[src/psts_ram.sv]
// Generic single-write, single-read synchronous RAM with registered read data.
module psts_ram #(
    parameter int WIDTH = 8,
    parameter int DEPTH = 16
) (
    input  logic                     i_clk,
    input  logic                     i_we,
    input  logic [$clog2(DEPTH)-1:0] i_waddr,
    input  logic [WIDTH-1:0]         i_wdata,
    input  logic [$clog2(DEPTH)-1:0] i_raddr,
    output logic [WIDTH-1:0]         o_rdata
);

    logic [WIDTH-1:0] r_mem [DEPTH];

    always_ff @(posedge i_clk) begin
        if (i_we) begin
            r_mem[i_waddr] <= i_wdata;
        end
        o_rdata <= r_mem[i_raddr];
    end

endmodule

[config.mk]
export PLATFORM = sky130hd
export DESIGN_NAME = psts_ram
export DESIGN_NICKNAME = d
export VERILOG_FILES = /design/src/psts_ram.sv
export SDC_FILE = /design/constraint.sdc
export NUM_CORES = 1
export LEC_CHECK = 0
export ABC_CLOCK_PERIOD_IN_PS = 3400
export BUFFER_PORTS_ARGS = -buffer_cell sky130_fd_sc_hd__buf_4
export CORE_UTILIZATION = 65
export CTS_CLUSTER_SIZE = 12
export DETAILED_ROUTE_END_ITERATION = 16
export PLACE_DENSITY = 0.85
export SYNTH_ARGS = -nofsm -noshare
export SYNTH_HDL_FRONTEND = slang
export SYNTH_SLANG_ARGS = --single-unit
[constraint.sdc]
create_clock -name i_clk -period 3.4 [get_ports i_clk]
set_input_delay 0 -clock i_clk [delete_from_list [all_inputs] [get_ports i_clk]]
set_output_delay 0 -clock i_clk [all_outputs]
set_load 0.01 [all_outputs]
==> impl_metrics.toml, run 1 <==
[cts]
cts_buffers = 17
htreeDepth = 4
cts_tree = "yes"
cts_sinks = 136
cts_resized = 0
clk_pin_slew_ns = 0.06
clk_latency_ns = 0.52
root_buffer = "clkbuf_8"
cts.path.max_buffers = 2

[timing]
period_minus_slack_ns = 1.61
max-slew-margin-rel_pct = 35.3
final.setup_skew_ns = 0.00863
fmax_ghz = 0.622
rsz0062_at_grt = "false"
period_share_pct = 47.3
setup_viol = 0
setup_tns_ns = 0
tightest_slew_ns = 0.966
finalMaxSlewViolations = 0
hold_viol = 0

[critical_path]
cp_num_buf_inv = 3
worstSetupStartpoint = "i_waddr[1]"
slowest_delay_ns = 0.85
cpMostUsedCell = "dlygate4sd3_1"
crit_slowest_cell = "dlygate4sd3_1"
start_kind = "primary input"
r2r_slack_ns = 1.96
rr_startpoint = "r_mem[0][5]"
critical_path_class = "primary input to flop"
cp_cell_sequence = "dlygate4sd3_1 -> buf_4 -> nor3_1 -> dlygate4sd3_1"
endpoint_kind = "flop"
cp_top_family = "buffers and inverters"
worst-path-max-fanout = 8
r2r-end = "o_rdata[5]"
ff2ff_path_depth = 3
critPathRequiredTime_ns = 3.57
crit_arrival_ns = 1.78

[logic_synthesis]
synthCells = 229
synth_ff_type = "edfxtp_1"
synthTopCellsByArea = "edfxtp_1 (75%), mux4_2 (7.9%), mux4_1 (7.1%), dfxtp_1 (3.1%), a22oi_1 (2.3%)"
syn_avg_cell_area_sq_um = 22.5
yosysMostFrequentCell = "edfxtp_1"
synthTopCellsByCount = "edfxtp_1 (128), mux4_2 (18), a22oi_1 (16)"
synth_simple_gate_area_share_pct = 3.18
yosysWarnings = 0
synth_nets = 247
synth_area_leader_cell = "edfxtp_1"
muxShareOfSynthArea_pct = 15.0
synth_area_sq_um = 5150
synth_cell_types = 19
async_reset_ff_share_pct = 0
synth_fa_ha_area_share_pct = 0
synth_top_family_by_area = "multiplexers"
synth_compound_area_share_pct = 2.33
synthDominantCellAreaShare_pct = 74.7
synth_edf_count = 128
yosysSeqAreaShare_pct = 77.8
ys_ff_latch = 136
synth-xor-area-share_pct = 0

[power_and_ir_drop]
p_per_area_nw_per_um2 = 624
ir_worst_vdd_mv = 0.428
cellLeakagePower_nw = 2.05

[detailed_routing]
totalWireLength_um = 10600
drc = 0
wl_per_cell_um = 27.1
num_vias = 2577
final_antenna_net_count = 0
drt_pre_antenna_iters = 4
vias_per_cell = 6.57
dr.first_iter.drc_count = 270

[place]
dpl.hpwl_um = 5570
portBuffers = 25
dp.cells = 349
gp_congestion = 0.711

[grt]
grt_max_degree = 33
grt.total_usage_pct = 28.5
grt_pass1_wl_um = 15900
antenna_found_initial = 0
grt_pass1_vias = 2680
grt.overflow.total = 0

[final_layout]
finalNetCount = 295
syn2layout_area_growth_pct = 17.7
antenna_cells = 0
post-route-util_pct = 78.8
final_layout_size_suffix_gt1_share_pct = 25.9
fillCellCount = 390
fin_cells = 392

[die]
die-area_sq_um = 8280
dieHeight_um = 91.0
fp.coreArea_sq_um = 7690
rows = 32
start_util_pct = 67.0
fp.dieW_um = 91.0
io_pins = 26

[hold_path]
hp-class = "primary input to flop"
hold_depth = 4
worstHoldEndpoint = "o_rdata[2]"
min_from = "i_raddr[2]"

[run_status]
status = "finished clean"

[flow_run]
maxCapViolCount = 0
==> power by group <==
part           switching (mW)  total, mW  internal (mW)
combinational           0.103      0.190         0.0864
sequential             0.0135       1.89           1.88
clock                   0.672       1.70           1.03
==> cell type report <==
class                      count  area [sq um]  share of cell area [%]
timing repair buffer          39           320                    5.29
multi-input combinational     83          1060                    17.4
clock buffer                  18           418                    6.90
tap                          102           128                    2.11
clock inverter                14           133                    2.19
sequential                   136          4000                    66.1
==> kinds of logic (layout without fill, tap and decap cells) <==
kind of cell           after synthesis  in the layout
DFF                                136            136
and+or+nand+nor                     35             35
buffers and inverters               10             71
muxes                               32             32
AOI/OAI and AO/OA                   16             16
==> worst reg2reg max path, delay by kind of cell, from the launching register on <==
kind / cells / cell delay (ns)
compound gates: 1 / 0.24
flops: 1 / 0.40
mux: 1 / 0.57
simple gates: 1 / 0.12
==> sequential cells by signal, indices dropped and copies added (netlist names) <==
register and flops:
r_mem 128, o_rdata 8
==> metal layers <==
layer / up-vias / wire [um] / track usage, %
li1: 1064 / - / -
met1: 1344 / 4160 / 38.4
met2: 150 / 5540 / 45.5
met3: 19 / 744 / 7.54
met4: 0 / 176 / 11.4
met5: - / 0 / 0
==> placed cells by master, fill, tap and decap left out, types with 3 or more instances in the layout <==
cell / synthesis / layout
clkinv_2: 0 / 4
nor3_1: 4 / 4
edfxtp_1: 128 / 128
dlygate4sd3_1: 0 / 11
mux4_2: 18 / 18
nand2_1: 9 / 9
nor2_1: 13 / 13
a22oi_1: 16 / 16
clkinv_1: 0 / 3
buf_4: 1 / 28
mux4_1: 14 / 14
clkbuf_16: 0 / 16
dfxtp_1: 8 / 8
==> metrics by stage <==
step / cell area [sq um] / total power [mW] / hold slack, ns / setup slack [ns]
floorplan: 5150 / 2.02 / 0.0989 / 1.91
global placement: 5400 / 2.09 / 0.299 / 1.49
detailed placement: 5400 / 2.10 / 0.312 / 1.46
CTS: 6060 / 3.79 / 0.0574 / 1.84
global route: 6060 / 3.86 / 0.0836 / 1.74
finish: 6060 / 3.78 / 0.0657 / 1.79
==> worst max path at each step <==
stage	to	depth (start not counted)
after floorplan	r_mem[0][0]	2
after global placement	r_mem[0][2]	3
after detailed placement	r_mem[0][1]	3
after CTS	r_mem[0][3]	4
after global routing	r_mem[0][3]	4
final	r_mem[0][6]	4
==> timing repair <==
action                    CTS  global route
hold buffers               11             0
setup buffers               0             0
hold endpoints to repair  152             0
(Power assumes the default switching activity.)
==> run 2, diff against run 1 <==
- ABC_CLOCK_PERIOD_IN_PS: 3400 -> 1500
- CORE_UTILIZATION: 65 -> 60
- PLACE_DENSITY: 0.85 -> 0.79
- clock period: 3.4 -> 1.5 ns (I/O delays scaled with it)
==> impl_metrics.toml, run 2 (synthesized netlist as in run 1, its figures left out) <==
[run_status]
status = "finished clean"

[place]
dpl.hpwl_um = 6350
dp.cells = 372
gp_congestion = 0.729
portBuffers = 25

[final_layout]
fin_cells = 416
final_layout_size_suffix_gt1_share_pct = 30.2
syn2layout_area_growth_pct = 22.0
antenna_cells = 0
top_regs = "r_mem: 128 flops, o_rdata: 8 flops"
post-route-util_pct = 76.0
finalNetCount = 316
mostFrequentLayoutCells = "edfxtp_1 (128), buf_4 (44), mux4_2 (18)"
largest_reg_flops = 128
final_common_cell = "edfxtp_1"
regMostFlops = "r_mem"

[die]
start_util_pct = 62.3
fp.coreArea_sq_um = 8260
dieHeight_um = 94.6
io_pins = 26
fp.dieW_um = 94.6
rows = 33
die-area_sq_um = 8950

[grt]
grt_max_degree = 17
grt.total_usage_pct = 26.4
antenna_found_initial = 0
grt.overflow.total = 0
grt_pass1_vias = 2653
grt_pass1_wl_um = 15700

[cts]
cts_resized = 0
clk_latency_ns = 0.52
htreeDepth = 4
cts.path.max_buffers = 2
clk_pin_slew_ns = 0.05
root_buffer = "clkbuf_8"
cts_buffers = 17
cts_tree = "yes"
cts_sinks = 136

[power_and_ir_drop]
swShare_pct = 19.7
p_seq_share_pct = 49.7
p_total_mw = 8.61
power.internal_mw = 6.91
p_per_area_nw_per_um2 = 1370
pwr-share-clk_pct = 44.8
p_switching_mw = 1.70
cellLeakagePower_nw = 2.18
ir_worst_vdd_mv = 0.993
p_comb_share_pct = 5.5

[detailed_routing]
dr.first_iter.drc_count = 353
vias_per_cell = 6.19
num_vias = 2577
drc = 0
wl_per_cell_um = 24.5
totalWireLength_um = 10200
final_antenna_net_count = 0
drt_pre_antenna_iters = 7

[timing]
worst_hold_slack_ns = 0.0751
rsz0062_at_grt = "false"
hold_viol = 0
setup_viol = 0
period_minus_slack_ns = 1.39
finalMaxSlewViolations = 0
period_share_pct = 93.0
tightest_slew_ns = 0.417
setup_tns_ns = 0
final.setup_skew_ns = 0.00644
max-slew-margin-rel_pct = 72.2
fmax_ghz = 0.717

[critical_path]
endpoint_kind = "flop"
critPathRequiredTime_ns = 1.72
worst-path-max-fanout = 8
critical_path_class = "primary input to flop"
crit_arrival_ns = 1.62
start_kind = "primary input"

[flow_run]
maxCapViolCount = 0

[hold_path]
hp-class = "primary input to flop"
[run 2: cell types whose count changed in the layout (fill, tap and decap cells not counted)]
cell / change
clkbuf_1: +3
clkinv_1: -2
inv_6: -1
buf_12: +4
clkbuf_8: +2
dlygate4sd3_1: +1
clkinv_4: -2
buf_4: +16
[run 2: timing repair]
action,4_1_cts,5_1_grt
endpoints found under the setup margin,0,0
hold buffers,12,0
buffers inserted,0,0
hold endpoints to repair,146,0
[run 2: worst paths after layout]
kind,start,to,slack [ns],cells after the start
max,i_waddr[1],r_mem[4][1],0.11,5
min,i_raddr[3],o_rdata[3],0.08,5
max reg2reg,r_mem[2][5],o_rdata[5],0.12,3
min reg2reg,r_mem[8][4],o_rdata[4],0.69,3
[run 2: power groups by stage]
| stage | Clock (mW) | Sequential (mW) | Combinational (mW) |
|---|---|---|---|
| final | 3.86 | 4.28 | 0.473 |
| after global placement | 0 | 4.35 | 0.427 |
| after floorplan | 0 | 4.36 | 0.216 |
| after CTS | 3.90 | 4.28 | 0.473 |
| after detailed placement | 0 | 4.36 | 0.443 |
| after global routing | 4.09 | 4.29 | 0.509 |
[run 2: cell type report]
class / instances / area, sq um
clock buffers: 23 / 457
clock inverters: 9 / 98.8
fillers: 449 / 1980
multi-input cells: 83 / 1060
flip-flops and latches: 136 / 4000
well taps: 105 / 131
repair buffers: 60 / 531
[run 2: worst max-delay path, cell delays in order]
cell and delay, ns:
dlygate4sd3_1 0.54, buf_4 0.17, nor3_1 0.17, dlygate4sd3_1 0.57, buf_4 0.17
[run 2: stage by stage]
| stage | cell area [sq um] | setup slack (ns) |
|---|---|---|
| after floorplan | 5150 | 0.00713 |
| after global placement | 5600 | 0.151 |
| after detailed placement | 5600 | 0.129 |
| after CTS | 6280 | 0.0978 |
| after global routing | 6280 | 0.0478 |
| final | 6280 | 0.106 |
[run 2: metal layers]
layer | track usage (%) | share of wire [%] | vias to the layer above
met2 | 41.4 | 51 | 125
li1 | - | - | 1108
met5 | 0 | 0 | -
met1 | 35.3 | 42 | 1319
met4 | 9.97 | 2.0 | 0
met3 | 7.89 | 5.8 | 25
==> run 3, diff against run 2 <==
- CORE_ASPECT_RATIO: default -> 0.75
==> impl_metrics.toml, run 3 (synthesized netlist as in run 1, its figures left out) <==
[run_status]
status = "finished clean"

[timing]
tightest_slew_ns = 0.397
worst_hold_slack_ns = 0.113
finalMaxSlewViolations = 0
hold_viol = 0
rsz0062_at_grt = "false"
max-slew-margin-rel_pct = 73.5
worst_slack_ns = 0.0972
setup_viol = 0
setup_tns_ns = 0
period_minus_slack_ns = 1.40
period_share_pct = 93.5
final.setup_skew_ns = 0.00683
fmax_ghz = 0.713

[place]
gp_congestion = 0.698
portBuffers = 25
dpl.hpwl_um = 6040
dp_slack_ns = 0.0986
dpl_cell_area_sq_um = 5570

[critical_path]
critical_path_class = "flop to flop"
crit_arrival_ns = 1.69
start_kind = "flop"
endpoint_kind = "flop"
critPathRequiredTime_ns = 1.79
worst-path-max-fanout = 1

[detailed_routing]
wl_per_cell_um = 23.6
dr.first_iter.drc_count = 171
num_vias = 2474
vias_per_cell = 6.02
drc = 0
drt_pre_antenna_iters = 4
final_antenna_net_count = 0
totalWireLength_um = 9680

[cts]
cts.path.max_buffers = 2
cts_resized = 0
cts_sinks = 136
cts_buffers = 17
cts_setup_buffers = 0
htreeDepth = 4
clk_latency_ns = 0.41
holdBufCountCts = 8
clk_pin_slew_ns = 0.05
root_buffer = "clkbuf_16"
cts_tree = "yes"

[grt]
grt_use_met3_pct = 8.16
grt.total_usage_pct = 24.7
use_met2_pct = 36.8
met1_usage_pct = 34.5
grt_pass1_wl_um = 14300
grt_max_degree = 19
antenna_found_initial = 0
top_usage_layer = "met2"
grt.overflow.total = 0
grt_pass1_vias = 2480

[power_and_ir_drop]
ir_worst_vdd_mv = 1.31
cellLeakagePower_nw = 2.15
p_per_area_nw_per_um2 = 1370

[final_layout]
finalNetCount = 311
final_cell_area_sq_um = 6190
top_regs = "r_mem: 128 flops, o_rdata: 8 flops"
largest_reg_flops = 128
final_layout_size_suffix_gt1_share_pct = 31.0
antenna_cells = 0
final_common_cell = "edfxtp_1"
syn2layout_area_growth_pct = 20.3
mostFrequentLayoutCells = "edfxtp_1 (128), buf_4 (45), mux4_2 (18)"
post-route-util_pct = 76.5
regMostFlops = "r_mem"

[flow_run]
maxCapViolCount = 0

[die]
die-area_sq_um = 8960
io_pins = 26
rows = 28
fp.coreArea_sq_um = 8090
dieHeight_um = 82.2
start_util_pct = 63.6
fp.dieW_um = 109

[hold_path]
hp-class = "primary input to flop"
-- run 3: path summary, 6_finish.rpt --
path                                   start          end  slack, ns  cells after the start
worst max-delay path             r_mem[0][6]   o_rdata[6]        0.1                      3
worst min-delay path              i_waddr[1]  r_mem[0][1]       0.11                      3
worst max register to register   r_mem[0][6]   o_rdata[6]        0.1                      3
worst min register to register  r_mem[12][0]   o_rdata[0]       0.68                      3
-- run 3: cell type report --
type	count	area, sq um
Clock inverter	10	77.6
Timing Repair Buffer	55	458
Sequential cell	136	4000
Tap cell	105	131
Multi-Input combinational cell	83	1060
Fill cell	419	1900
Clock buffer	22	464
-- run 3: critical path: stages (launching register included) --
cell and delay [ns]:
edfxtp_1 0.37, mux4_2 0.47, a22oi_1 0.35, nand2_1 0.09
-- run 3: power breakdown --
| part | leakage (nW) | internal (mW) | switching [mW] | total [mW] |
|---|---|---|---|---|
| Sequential | 1.22 | 4.25 | 0.0301 | 4.28 |
| Clock | 0.273 | 2.34 | 1.43 | 3.76 |
| Combinational | 0.649 | 0.216 | 0.231 | 0.447 |
| Total | 2.15 | 6.80 | 1.69 | 8.49 |
-- run 3: metrics by stage --
| step | cells | power [mW] |
|---|---|---|
| floorplan | 229 | 4.57 |
| finish | 411 | 8.49 |
| global route | 411 | 8.75 |
| CTS | 411 | 8.56 |
| detailed placement | 371 | 4.79 |
| global placement | 371 | 4.77 |
-- run 3: layer usage --
metal	wire length [um]	share of wire, %	up-vias
met3	601	6.2	4
met1	4410	45	1271
met4	27	0.28	0
met2	4650	48	94
met5	0	0	-
li1	-	-	1105
